$ cat config.mk
export PLATFORM = sky130hd
export DESIGN_NAME = held_note_qualifier_top_flat
export DESIGN_NICKNAME = d
export VERILOG_FILES = /design/src/hw/rtl/hnq_pkg.sv /design/src/hw/rtl/hnq_if.sv /design/src/hw/rtl/hnq_core.sv /design/src/hw/rtl/held_note_qualifier_top.sv /design/src/flat_wrapper.sv
export VERILOG_INCLUDE_DIRS = /design/src /design/src/hw/rtl
export SDC_FILE = /design/constraint.sdc
export NUM_CORES = 1
export LEC_CHECK = 0
export BUFFER_PORTS_ARGS = -buffer_cell sky130_fd_sc_hd__buf_4
export CAP_MARGIN = 20
export CORE_MARGIN = 2
export CORE_UTILIZATION = 40
export DETAILED_ROUTE_END_ITERATION = 7
export GPL_ROUTABILITY_DRIVEN = 0
export GPL_TIMING_DRIVEN = 0
export HOLD_SLACK_MARGIN = 0.1
export SYNTH_ARGS = -nofsm -noshare
export SYNTH_HDL_FRONTEND = slang
export SYNTH_SLANG_ARGS = --single-unit
$ cat constraint.sdc
create_clock -name clk_i -period 12.1 [get_ports clk_i]
set_clock_uncertainty 0.15 [all_clocks]
set_input_delay 1.21 -clock clk_i [delete_from_list [all_inputs] [get_ports clk_i]]
set_output_delay 1.21 -clock clk_i [all_outputs]
set_load 0.01 [all_outputs]
$ cat src/hw/rtl/held_note_qualifier_top_macros.svh
// Assertion macros for the held note qualifier.
`ifndef HELD_NOTE_QUALIFIER_TOP_MACROS_SVH
`define HELD_NOTE_QUALIFIER_TOP_MACROS_SVH

// Same-cycle implication, checked on every rising edge outside reset.
`define HNQ_ASSERT_IMPL(label, ante, cons) \
  label: assert property (@(posedge clk_i) disable iff (!rst_ni) (ante) |-> (cons)) \
    else $error("held note qualifier assertion failed");

// Next-cycle implication, checked on every rising edge outside reset.
`define HNQ_ASSERT_NEXT(label, ante, cons) \
  label: assert property (@(posedge clk_i) disable iff (!rst_ni) (ante) |=> (cons)) \
    else $error("held note qualifier assertion failed");

`endif

$ cat src/hw/rtl/hnq_pkg.sv
// Package with the types, codes and helper functions of the held note qualifier.
`timescale 1ns / 1ps
package hnq_pkg;

  typedef enum logic [2:0] {
    PH_INIT        = 3'd0,
    PH_INIT_SILENT = 3'd1,
    PH_INIT_OTHER  = 3'd2,
    PH_DETECTING   = 3'd3,
    PH_INTERMED    = 3'd4,
    PH_COMPLETE    = 3'd5
  } phase_e;

  typedef enum logic [2:0] {
    V_NONE     = 3'd0,
    V_DET      = 3'd1,
    V_DET_NEXT = 3'd2,
    V_INV      = 3'd3,
    V_INV_NEXT = 3'd4
  } verdict_e;

  localparam logic [1:0] CFG_TARGET_NOTE = 2'd0;
  localparam logic [1:0] CFG_MIN_HOLD    = 2'd1;
  localparam logic [1:0] CFG_MAX_GAP     = 2'd2;

  localparam logic CMD_SAMPLE  = 1'b0;
  localparam logic CMD_RESTART = 1'b1;

  typedef struct packed {
    logic        cmd;
    logic [15:0] note_value;
    logic [31:0] now_ms;
  } hnq_item_t;

  typedef struct packed {
    logic [3:0]  target_note;
    logic [15:0] min_hold_ms;
    logic [15:0] max_gap_ms;
  } hnq_cfg_t;

  typedef struct packed {
    logic [2:0] verdict;
    logic       finished;
  } hnq_res_t;

  // Note number modulo twelve: n = 4q + r, so n mod 12 = 4 (q mod 3) + r.
  // q mod 3 is the sum of its base-four digits, folded down.
  function automatic logic [3:0] pitch_class(input logic [15:0] n);
    logic [4:0] s1;
    logic [2:0] s2;
    logic [2:0] s3;
    logic [1:0] r;
    s1 = '0;
    for (int i = 1; i < 8; i++) begin
      s1 = s1 + 5'(n[2*i +: 2]);
    end
    s2 = 3'(s1[1:0]) + 3'(s1[3:2]) + 3'(s1[4]);
    s3 = 3'(s2[1:0]) + 3'(s2[2]);
    r  = (s3 >= 3'd3) ? 2'(s3 - 3'd3) : s3[1:0];
    return {r, n[1:0]};
  endfunction

  // Register value reduced modulo twelve.
  function automatic logic [3:0] target_class(input logic [3:0] t);
    return (t >= 4'd12) ? 4'(t - 4'd12) : t;
  endfunction

endpackage

$ cat src/hw/rtl/hnq_if.sv
// Stream interfaces for the input items and the results of the held note qualifier.
`timescale 1ns / 1ps
interface hnq_in_if;
  logic        valid;
  logic        ready;
  logic        cmd;
  logic [15:0] note_value;
  logic [31:0] now_ms;

  modport source (output valid, output cmd, output note_value, output now_ms, input ready);
  modport sink   (input valid, input cmd, input note_value, input now_ms, output ready);
endinterface

interface hnq_out_if;
  logic       valid;
  logic       ready;
  logic [2:0] verdict;
  logic       finished;

  modport source (output valid, output verdict, output finished, input ready);
  modport sink   (input valid, input verdict, input finished, output ready);
endinterface

$ cat src/hw/rtl/hnq_core.sv
// Phase machine of the held note qualifier: state registers and the per-item update.
`timescale 1ns / 1ps
module hnq_core (
  input  logic               clk_i,
  input  logic               rst_ni,
  input  logic               fire_i,
  input  hnq_pkg::hnq_item_t item_i,
  input  hnq_pkg::hnq_cfg_t  cfg_i,
  output hnq_pkg::hnq_res_t  res_o
);

  hnq_pkg::phase_e phase_q, phase_d;
  logic [31:0]     entered_q, entered_d;
  logic [31:0]     hold_q, hold_d;

  logic [31:0] dwell;
  logic [31:0] held;
  logic [31:0] limit;
  logic        silent;
  logic        is_tgt;
  logic [2:0]  verdict;

  assign dwell  = item_i.now_ms - entered_q;
  assign held   = item_i.now_ms - hold_q;
  assign silent = (item_i.note_value == 16'd0);
  assign is_tgt = !silent && (hnq_pkg::pitch_class(item_i.note_value) ==
                              hnq_pkg::target_class(cfg_i.target_note));
  // Twice the minimum hold is kept at 17 bits.
  assign limit  = (phase_q == hnq_pkg::PH_INIT_SILENT) ?
                  {15'd0, cfg_i.min_hold_ms, 1'b0} : {16'd0, cfg_i.max_gap_ms};

  always_comb begin
    phase_d   = phase_q;
    entered_d = entered_q;
    hold_d    = hold_q;
    verdict   = hnq_pkg::V_NONE;
    if (item_i.cmd == hnq_pkg::CMD_RESTART) begin
      phase_d   = hnq_pkg::PH_INIT;
      entered_d = '0;
      hold_d    = '0;
    end else begin
      unique case (phase_q)
        hnq_pkg::PH_INIT: begin
          entered_d = item_i.now_ms;
          if (silent) begin
            phase_d = hnq_pkg::PH_INIT_SILENT;
          end else if (is_tgt) begin
            phase_d = hnq_pkg::PH_DETECTING;
            hold_d  = item_i.now_ms;
          end else begin
            phase_d = hnq_pkg::PH_INIT_OTHER;
          end
        end
        hnq_pkg::PH_INIT_SILENT, hnq_pkg::PH_INIT_OTHER: begin
          if (limit < dwell) begin
            phase_d   = hnq_pkg::PH_COMPLETE;
            entered_d = item_i.now_ms;
            verdict   = silent ? hnq_pkg::V_INV : hnq_pkg::V_INV_NEXT;
          end else if (is_tgt) begin
            phase_d   = hnq_pkg::PH_DETECTING;
            entered_d = item_i.now_ms;
            hold_d    = item_i.now_ms;
          end
        end
        hnq_pkg::PH_DETECTING: begin
          if (!is_tgt) begin
            phase_d   = hnq_pkg::PH_INTERMED;
            entered_d = item_i.now_ms;
          end
        end
        hnq_pkg::PH_INTERMED: begin
          if ({16'd0, cfg_i.max_gap_ms} < dwell) begin
            phase_d   = hnq_pkg::PH_COMPLETE;
            entered_d = item_i.now_ms;
            if ({16'd0, cfg_i.min_hold_ms} < held) begin
              verdict = silent ? hnq_pkg::V_DET : hnq_pkg::V_DET_NEXT;
            end else begin
              verdict = silent ? hnq_pkg::V_INV : hnq_pkg::V_INV_NEXT;
            end
          end else if (is_tgt) begin
            // Re-entry keeps the original hold start.
            phase_d   = hnq_pkg::PH_DETECTING;
            entered_d = item_i.now_ms;
          end
        end
        default: begin
          verdict = hnq_pkg::V_DET;
        end
      endcase
    end
  end

  assign res_o.verdict  = verdict;
  assign res_o.finished = (phase_d >= hnq_pkg::PH_COMPLETE);

  always_ff @(posedge clk_i or negedge rst_ni) begin
    if (!rst_ni) begin
      phase_q   <= hnq_pkg::PH_INIT;
      entered_q <= '0;
      hold_q    <= '0;
    end else if (fire_i) begin
      phase_q   <= phase_d;
      entered_q <= entered_d;
      hold_q    <= hold_d;
    end
  end

endmodule

$ cat src/hw/rtl/held_note_qualifier_top.sv
// Top level of the held note qualifier: channels, configuration registers and pipeline.
//
// Input items arrive on in_if (cmd, note_value, now_ms) and results leave on
// out_if (verdict, finished); both are valid/ready channels and a transfer
// happens at a rising edge with valid and ready high. Every input transfer
// yields exactly one result transfer, in order.
// The configuration registers (target note, minimum hold, maximum gap) are
// written through cfg_we_i, cfg_idx_i and cfg_wdata_i, one register per edge;
// they should only change while no item is in flight.
// An accepted item sits in the input register, the phase update is done
// combinationally from there, and the result register drives out_if.
// Throughput is one item per cycle while the receiver does not stall.
// When the receiver stalls, the result is held and the input register can
// still take one more item; after that in_if.ready drops until the result
// is transferred. Reset empties both registers, clears the configuration to
// zero and returns the phase machine to its initial phase.
`timescale 1ns / 1ps
`include "held_note_qualifier_top_macros.svh"
module held_note_qualifier_top (
  input  logic        clk_i,
  input  logic        rst_ni,
  hnq_in_if.sink      in_if,
  hnq_out_if.source   out_if,
  input  logic        cfg_we_i,
  input  logic [1:0]  cfg_idx_i,
  input  logic [15:0] cfg_wdata_i
);

  // Configuration registers.
  hnq_pkg::hnq_cfg_t cfg_q;

  always_ff @(posedge clk_i or negedge rst_ni) begin
    if (!rst_ni) begin
      cfg_q <= '0;
    end else if (cfg_we_i) begin
      unique case (cfg_idx_i)
        hnq_pkg::CFG_TARGET_NOTE: cfg_q.target_note <= cfg_wdata_i[3:0];
        hnq_pkg::CFG_MIN_HOLD:    cfg_q.min_hold_ms <= cfg_wdata_i;
        hnq_pkg::CFG_MAX_GAP:     cfg_q.max_gap_ms  <= cfg_wdata_i;
        default: begin
          // Writes to unused indexes are dropped.
        end
      endcase
    end
  end

  // Input register stage.
  hnq_pkg::hnq_item_t item_q;
  logic               item_vld_q;
  logic               advance;
  logic               in_fire;

  // The result register is free when empty or when its result leaves now.
  assign advance     = item_vld_q && (!out_if.valid || out_if.ready);
  assign in_if.ready = !item_vld_q || advance;
  assign in_fire     = in_if.valid && in_if.ready;

  always_ff @(posedge clk_i or negedge rst_ni) begin
    if (!rst_ni) begin
      item_vld_q <= 1'b0;
    end else if (in_if.ready) begin
      item_vld_q <= in_if.valid;
    end
  end

  always_ff @(posedge clk_i) begin
    if (in_fire) begin
      item_q.cmd        <= in_if.cmd;
      item_q.note_value <= in_if.note_value;
      item_q.now_ms     <= in_if.now_ms;
    end
  end

  // Phase update: the state moves on exactly when the item passes to the
  // result register.
  hnq_pkg::hnq_res_t res_d;

  hnq_core u_core (
    .clk_i  (clk_i),
    .rst_ni (rst_ni),
    .fire_i (advance),
    .item_i (item_q),
    .cfg_i  (cfg_q),
    .res_o  (res_d)
  );

  // Result register stage.
  hnq_pkg::hnq_res_t res_q;
  logic              out_vld_q;

  always_ff @(posedge clk_i or negedge rst_ni) begin
    if (!rst_ni) begin
      out_vld_q <= 1'b0;
    end else if (!out_vld_q || out_if.ready) begin
      out_vld_q <= item_vld_q;
    end
  end

  always_ff @(posedge clk_i) begin
    if (advance) begin
      res_q <= res_d;
    end
  end

  assign out_if.valid    = out_vld_q;
  assign out_if.verdict  = res_q.verdict;
  assign out_if.finished = res_q.finished;

  // A verdict other than none is given exactly when the machine is complete.
  `HNQ_ASSERT_IMPL(a_verdict_matches_finished, out_vld_q,
                   out_if.finished == (out_if.verdict != hnq_pkg::V_NONE))
  // A waiting item is not dropped while the receiver stalls.
  `HNQ_ASSERT_NEXT(a_item_kept_on_stall, item_vld_q && out_vld_q && !out_if.ready,
                   item_vld_q)
  // An item that moves on always lands in the result register.
  `HNQ_ASSERT_NEXT(a_advance_fills_result, advance, out_vld_q)

endmodule
$ cat src/flat_wrapper.sv
// flat-port wrapper written by rule: the top's interface ports become plain ports
module held_note_qualifier_top_flat 
  (clk_i, rst_ni, cfg_we_i, cfg_idx_i, cfg_wdata_i, in_if_valid, in_if_cmd, in_if_note_value, in_if_now_ms, in_if_ready, out_if_valid, out_if_verdict, out_if_finished, out_if_ready);
  hnq_in_if in_if_i ();
  hnq_out_if out_if_i ();
  input  logic clk_i;
  input  logic rst_ni;
  input  logic cfg_we_i;
  input  logic [1:0] cfg_idx_i;
  input  logic [15:0] cfg_wdata_i;
  input wire logic [$bits(in_if_i.valid)-1:0] in_if_valid;
  input wire logic [$bits(in_if_i.cmd)-1:0] in_if_cmd;
  input wire logic [$bits(in_if_i.note_value)-1:0] in_if_note_value;
  input wire logic [$bits(in_if_i.now_ms)-1:0] in_if_now_ms;
  output wire logic [$bits(in_if_i.ready)-1:0] in_if_ready;
  output wire logic [$bits(out_if_i.valid)-1:0] out_if_valid;
  output wire logic [$bits(out_if_i.verdict)-1:0] out_if_verdict;
  output wire logic [$bits(out_if_i.finished)-1:0] out_if_finished;
  input wire logic [$bits(out_if_i.ready)-1:0] out_if_ready;
  assign in_if_i.valid = in_if_valid;
  assign in_if_i.cmd = in_if_cmd;
  assign in_if_i.note_value = in_if_note_value;
  assign in_if_i.now_ms = in_if_now_ms;
  assign in_if_ready = in_if_i.ready;
  assign out_if_valid = out_if_i.valid;
  assign out_if_verdict = out_if_i.verdict;
  assign out_if_finished = out_if_i.finished;
  assign out_if_i.ready = out_if_ready;
  held_note_qualifier_top u_core (.clk_i(clk_i), .rst_ni(rst_ni), .in_if(in_if_i), .out_if(out_if_i), .cfg_we_i(cfg_we_i), .cfg_idx_i(cfg_idx_i), .cfg_wdata_i(cfg_wdata_i));
endmodule
# Word-level counts from Yosys, hierarchy flattened
# Index checks and enable logic that the tools add are counted.
dict set report op_classes {
  order_cmp 6
  addsub 13
  n_eq_ne 10
  n_mux 28
  n_reduce_logical 20
}
# op count
set ops {}
lappend ops {{2-to-1 mux 32 bit} 9}
lappend ops {{case mux 32 bit (4 select lines)} 1}
lappend ops {{< comparator 16 x 32 -> 1 bit} 2}
lappend ops {{case mux 32 bit (2 select lines)} 1}
lappend ops {{subtractor 32 bit} 2}
lappend ops {{< comparator 17 x 32 -> 1 bit} 1}
lappend ops {{2-to-1 mux 3 bit} 9}
lappend ops {{2-to-1 mux 17 bit} 1}
lappend ops {{zero test 16 bit} 1}
lappend ops {{adder 5 x 2 -> 5 bit} 3}
lappend ops {{case mux 3 bit (4 select lines)} 1}
lappend ops {{!= test 3 x 2 -> 1 bit, second input constant} 3}
lappend ops {{case mux 3 bit (3 select lines)} 1}
lappend ops {{adder 2 x 2 -> 3 bit} 2}
lappend ops {{equality test 3 x 2 -> 1 bit, second input constant} 2}
lappend ops {{2-to-1 mux 2 bit} 3}
lappend ops {{AND reduction 2 bit} 3}
lappend ops {{adder 4 x 2 -> 5 bit} 1}
lappend ops {{nonzero test 5 bit} 1}
lappend ops {{adder 3 x 2 -> 4 bit} 1}
lappend ops {{equality test 4 bit} 1}
lappend ops {{>= comparator 4 bit, second input constant} 1}
lappend ops {{2-to-1 mux 4 bit} 1}
lappend ops {{AND reduction 4 bit} 1}
lappend ops {{19 further kinds} 25}
dict set report totals {
  regBits 158
  in_bits 72
  output_inout_bits 6
  word_cells 90
}

# Longest topological paths before layout
dict set report logic_depth {
  word_depth 18
  mapped_depth 26
}

# Modules after synthesis
# Synthesis repeated with hierarchy kept, for this count alone.
dict set report hier_totals {
  hier_cells 1188
  area_unflattened_um2 11700.0
}
# module n_inst cells_each area_per_inst_um2
set by_module_without_submodules {}
lappend by_module_without_submodules {hnq_core 1 1050 8549.4}
lappend by_module_without_submodules {held_note_qualifier_top 1 138 3150.5}

# Worst setup path after synthesis
# Ideal clock, no wire load.
dict set report synth_timing {
  path_type {flip-flop to flip-flop}
  start {register u_core.item_q[37] in the netlist's numbering}
  end {register u_core.u_core.entered_q[1]}
  t_arrival_ps 5738
  path_stages_with_launch 24
  setup_slack_ps 6091
  required_ps 11829
  setup_time_ps 121
  n_path_buf 1
  synth_period_minus_slack_ps 6009
  path_cell_list {edfxtp_1 inv_1 fa_1 fa_1 inv_1 fa_1 ha_1 inv_1 fa_1 fa_1 inv_1 fa_1 ha_1 inv_1 fa_1 nor4b_1 nor3_1 o22ai_1 nand4_1 o21ai_0 a31oi_2 and3_4 buf_6 a22o_1}
}
dict set report synth_via {
  elab_chain_len 17
  word_cells_on_any_way 23
}
# element line
set synth_rtl {}
lappend synth_rtl {{from (decl)} held_note_qualifier_top.sv:48} ;# hnq_pkg::hnq_item_t item_q;
lappend synth_rtl {{adder 2 x 2 -> 3 bit} hnq_pkg.sv:55} ;# s1 = s1 + 5'(n[2*i +: 2]);
lappend synth_rtl {{adder 3 x 2 -> 4 bit} hnq_pkg.sv:55}
lappend synth_rtl {{adder 4 x 2 -> 5 bit} hnq_pkg.sv:55}
lappend synth_rtl {{adder 5 x 2 -> 5 bit (3 in a row)} hnq_pkg.sv:55}
lappend synth_rtl {{adder 2 x 2 -> 3 bit} hnq_pkg.sv:57} ;# s2 = 3'(s1[1:0]) + 3'(s1[3:2]) + 3'(s1[4]);
lappend synth_rtl {{adder 3 x 1 -> 3 bit} hnq_pkg.sv:57}
lappend synth_rtl {{adder 2 x 1 -> 3 bit} hnq_pkg.sv:58} ;# s3 = 3'(s2[1:0]) + 3'(s2[2]);
lappend synth_rtl {{>= comparator 3 x 2 -> 1 bit or subtractor 2 bit (tied branches)} hnq_pkg.sv:59} ;# r = (s3 >= 3'd3) ? 2'(s3 - 3'd3) : s3[1:0];
lappend synth_rtl {{2-to-1 mux 2 bit} hnq_pkg.sv:59}
lappend synth_rtl {{equality test 4 bit} hnq_core.sv:26} ;# assign is_tgt = !silent && (hnq_pkg::pitch_class(item_i.note_value) ==
lappend synth_rtl {{logical AND 1 bit (*)} hnq_core.sv:26}
lappend synth_rtl {{2-to-1 mux 32 bit} n/a}
lappend synth_rtl {{2-to-1 mux 32 bit, on equally long branches} n/a}
lappend synth_rtl {{case mux 32 bit (4 select lines)} n/a}
lappend synth_rtl {{2-to-1 mux 32 bit} n/a}
lappend synth_rtl {{to (signal assigned)} hnq_core.sv:103} ;# entered_q <= entered_d;
lappend synth_rtl {{to (decl)} hnq_core.sv:13} ;# logic [31:0] entered_q, entered_d;
# Mark *: on every way between the ends. The rest lies on a longest branch, timed or not.
# A chain may end at the register's enable or synchronous reset.

# Worst setup path in the final report
dict set report layout_timing {
  start {register u_core.item_q[37] in the netlist's numbering}
  end {register u_core.u_core.hold_q[3]}
}
dict set report layout_via {
  elab_chain_len 17
  word_cells_on_any_way 23
}
# element line
set layout_rtl {}
lappend layout_rtl {{adder 2 x 2 -> 3 bit} hnq_pkg.sv:55}
lappend layout_rtl {{adder 3 x 2 -> 4 bit} hnq_pkg.sv:55}
lappend layout_rtl {{adder 4 x 2 -> 5 bit} hnq_pkg.sv:55}
lappend layout_rtl {{adder 5 x 2 -> 5 bit (3 in a row)} hnq_pkg.sv:55}
lappend layout_rtl {{adder 2 x 2 -> 3 bit} hnq_pkg.sv:57}
lappend layout_rtl {{adder 3 x 1 -> 3 bit} hnq_pkg.sv:57}
lappend layout_rtl {{adder 2 x 1 -> 3 bit} hnq_pkg.sv:58}
lappend layout_rtl {{>= comparator 3 x 2 -> 1 bit or subtractor 2 bit (tied branches)} hnq_pkg.sv:59}
lappend layout_rtl {{2-to-1 mux 2 bit} hnq_pkg.sv:59}
lappend layout_rtl {{equality test 4 bit} hnq_core.sv:26}
lappend layout_rtl {{logical AND 1 bit} hnq_core.sv:26}
lappend layout_rtl {{2-to-1 mux 32 bit} n/a}
lappend layout_rtl {{2-to-1 mux 32 bit, on equally long branches} n/a}
lappend layout_rtl {{case mux 32 bit (2 select lines)} n/a}
lappend layout_rtl {{2-to-1 mux 32 bit} n/a}
lappend layout_rtl {{to (signal assigned)} hnq_core.sv:104} ;# hold_q <= hold_d;
lappend layout_rtl {{to (decl)} hnq_core.sv:14} ;# logic [31:0] hold_q, hold_d;
# Several ways; a longest one is shown, not always the timed one. The select of a mux whose other input is x is not followed.

==> flow_metrics.tcl <==
set metrics [dict create \
    clk_latency_ps 440 \
    avgSynthCellArea_sq_um 9.653 \
    clock_sinks 158 \
    hold_start "u_core.u_core.entered_q[22]" \
    dieArea_sq_mm 0.03061 \
    status "complete, no violations" \
    fp.coreArea_sq_mm 0.02870 \
    fmax_mhz 141.7 \
    synth_compound_area_frac 0.2243 \
    synth_top_cell_by_area "dfrtp_1" \
    power_per_cell_area_mw_per_mm2 249.9 \
    hold_ws_ps 336.7 \
    grt_usage 0.2071 \
    grt_pass1_vias 9542 \
    rsz0062_at_grt "no" \
    synth_ff_type "dfrtp_1" \
    synth_nets 1411 \
    cp-end-kind "flop" \
    clk_pin_slew_worst_paths_ps 70 \
    tightest_slew_ps 1069 \
    grt_pass1_wl_mm 50.18 \
    wl_per_cell_um 18.13 \
    ys_seq_elements 158 \
    setup_violations 0 \
    ant_nets 0 \
    worstSetupPathType "reg -> reg" \
    placedCellCount 1674 \
    vdd_ir_drop_max_mv 0.1343 \
    io_buffer_count 77 \
    crit_arrival_ps 7270 \
    final_cells 1706 \
    ys_async_sr_fraction 0.6646 \
    nets 1509 \
    fin_crit_ps 7055 \
    yosysTopAreaCellShare 0.2248 \
    vias_per_cell 5.689 \
    timing.final.crit_share 0.5831 \
    synth_top_family_by_area "compound AO/OA/AOI/OAI gates" \
    synth_area_leaders "dfrtp_1 22%, edfxtp_1 14%, ha_1 12%" \
    seq_area_frac_synth 0.3609 \
    remaining_drc_errors 0 \
    synthSimpleGateAreaFrac 0.1302 \
    placed_area_sq_mm 0.01280 \
    ios 78 \
    grt_max_degree 55 \
    cts_tree "built" \
    drt-initial-drc-count 569 \
    mostFrequentLayoutCells "118 x inv_1, 113 x ha_1, 105 x dfrtp_1, 78 x buf_4, 77 x a21oi_1" \
    fin_area_sq_mm 0.01340 \
    hold_viol_final 0 \
    drive_above_1_share 0.1369 \
    synth_xor_area_frac 0.02772 \
    synth_cell_types 78 \
    postCtsSetupRepairBufs 0 \
    synth_enable_flop_cells 53 \
    final_util 0.4668 \
    grt_overflow 0 \
    wl_mm 30.93 \
    die_w_um 175.0 \
    required_ps 12310 \
    synth_adder_area_share 0.1466 \
    netlist_instances 1211 \
    initial_core_util 0.4073 \
    area_delta_synth_final_pct 14.62 \
    start_kind "flop" \
    power.leakage_nw 5.669 \
    worstReg2RegStart "u_core.item_q[37]" \
    maxCapViolations 0 \
    dp_hpwl_mm 24.05 \
    final_common_cell "inv_1" \
    fin_ws_ps 5045 \
    die_height_um 175.0 \
    slew_headroom 0.2806 \
    clk_path_buf_depth 2 \
    cts_htree_levels 4 \
    firstDrtPassIters 5 \
    hp-class "reg -> reg" \
    syn_area_sq_mm 0.01169 \
    drv_slew 0 \
    cts_root_buf "clkbuf_16" \
    post-place-ws_ps 5061 \
    via_count 9706 \
    yosys_warnings 0 \
    antenna_found_initial 0 \
    fin_total_pwr_mw 3.349 \
    crit_fanout 10 \
    synthMuxAreaShare 0.05876 \
    num_rows 62 \
    crit_start "u_core.item_q[37]" \
    diodes 0 \
    cts_hold_buf 0 \
    cts_resized 0 \
    tns_ps 0 \
    cts_made_buffers 17 \
]
[cell type report]
class / count / area, sq um
Buffer: 38 / 158.9
Clock buffer: 20 / 446.7
Clock inverter: 12 / 155.1
Fill cell: 2817 / 15300
Inverter: 118 / 442.9
Multi-Input combinational cell: 897 / 6870
Sequential cell: 158 / 4219
Tap cell: 384 / 480.5
Timing Repair Buffer: 79 / 625.6
[final timing paths]
kind                                                to  slack [ps]  depth (start not counted)
max in group asynchronous             u_core.cfg_q[16]       10410                          2
setup reg to reg               u_core.u_core.hold_q[3]        5040                         23
hold / removal             u_core.u_core.entered_q[22]         340                          2
setup / recovery               u_core.u_core.hold_q[3]        5040                         23
hold reg to reg            u_core.u_core.entered_q[22]         340                          2
min in group asynchronous     u_core.u_core.hold_q[23]         650                          1
[worst max-delay path, stage by stage (launching register included)]
cell	delay, ps
edfxtp_1	400
inv_1	90
fa_1	450
fa_1	540
inv_1	50
fa_1	540
ha_1	160
inv_1	50
fa_1	500
fa_1	170
inv_1	50
fa_1	370
ha_1	340
inv_1	90
fa_1	530
nor4b_1	300
nor3_1	80
o22ai_1	280
nand4_1	320
nor2_1	210
and3_1	170
clkbuf_1	330
clkbuf_1	560
a22o_1	240
[per-layer routing]
metal / global-route usage / up-vias / wire, um
met3: 0.03481 / 38 / 1586
met4: 0.06319 / 0 / 641
li1: - / 4715 / -
met5: 0 / - / 0
met2: 0.3381 / 267 / 14370
met1: 0.2820 / 4686 / 14340
[flip-flops by register name (all words and copies together) (netlist names)]
signal                   flops
u_core.out_if.valid          1
u_core.out_if.finished       1
u_core.item_vld_q            1
u_core.cfg_q                36
u_core.u_core.entered_q     32
u_core.item_q               49
u_core.u_core.phase_q        3
u_core.out_if.verdict        3
u_core.u_core.hold_q        32
[cells by family (layout without fill, tap and decap cells)]
logic type	Yosys count	in the layout
AOI/OAI and AO/OA	374	374
and+or+nand+nor	296	296
DFF	158	158
buffers and inverters	156	267
adders and majority gates	128	128
muxes	62	62
xor gates and xnor gates	37	37
[where the power goes]
group / total (mW) / switching [mW] / internal (mW)
logic: 2.02 / 1.19 / 0.831
registers: 0.761 / 0.0850 / 0.676
clock network: 0.570 / 0.238 / 0.333
total: 3.35 / 1.51 / 1.84
[synth_stat cells (14+ instances only)]
library cell / count
xnor2_1: 20
a22o_1: 44
edfxtp_1: 53
o311ai_1: 20
nand2b_1: 15
a21o_1: 27
nand2_1: 71
dfrtp_1: 105
mux2_2: 53
clkbuf_1: 29
inv_1: 118
fa_1: 15
o21a_1: 24
nand4_1: 15
nor2_1: 56
nor3_1: 22
o21ai_0: 60
a21oi_1: 77
ha_1: 113
nor2b_1: 14
xor2_1: 17
nand3_1: 39
Power figures use the tool's default switching activity.
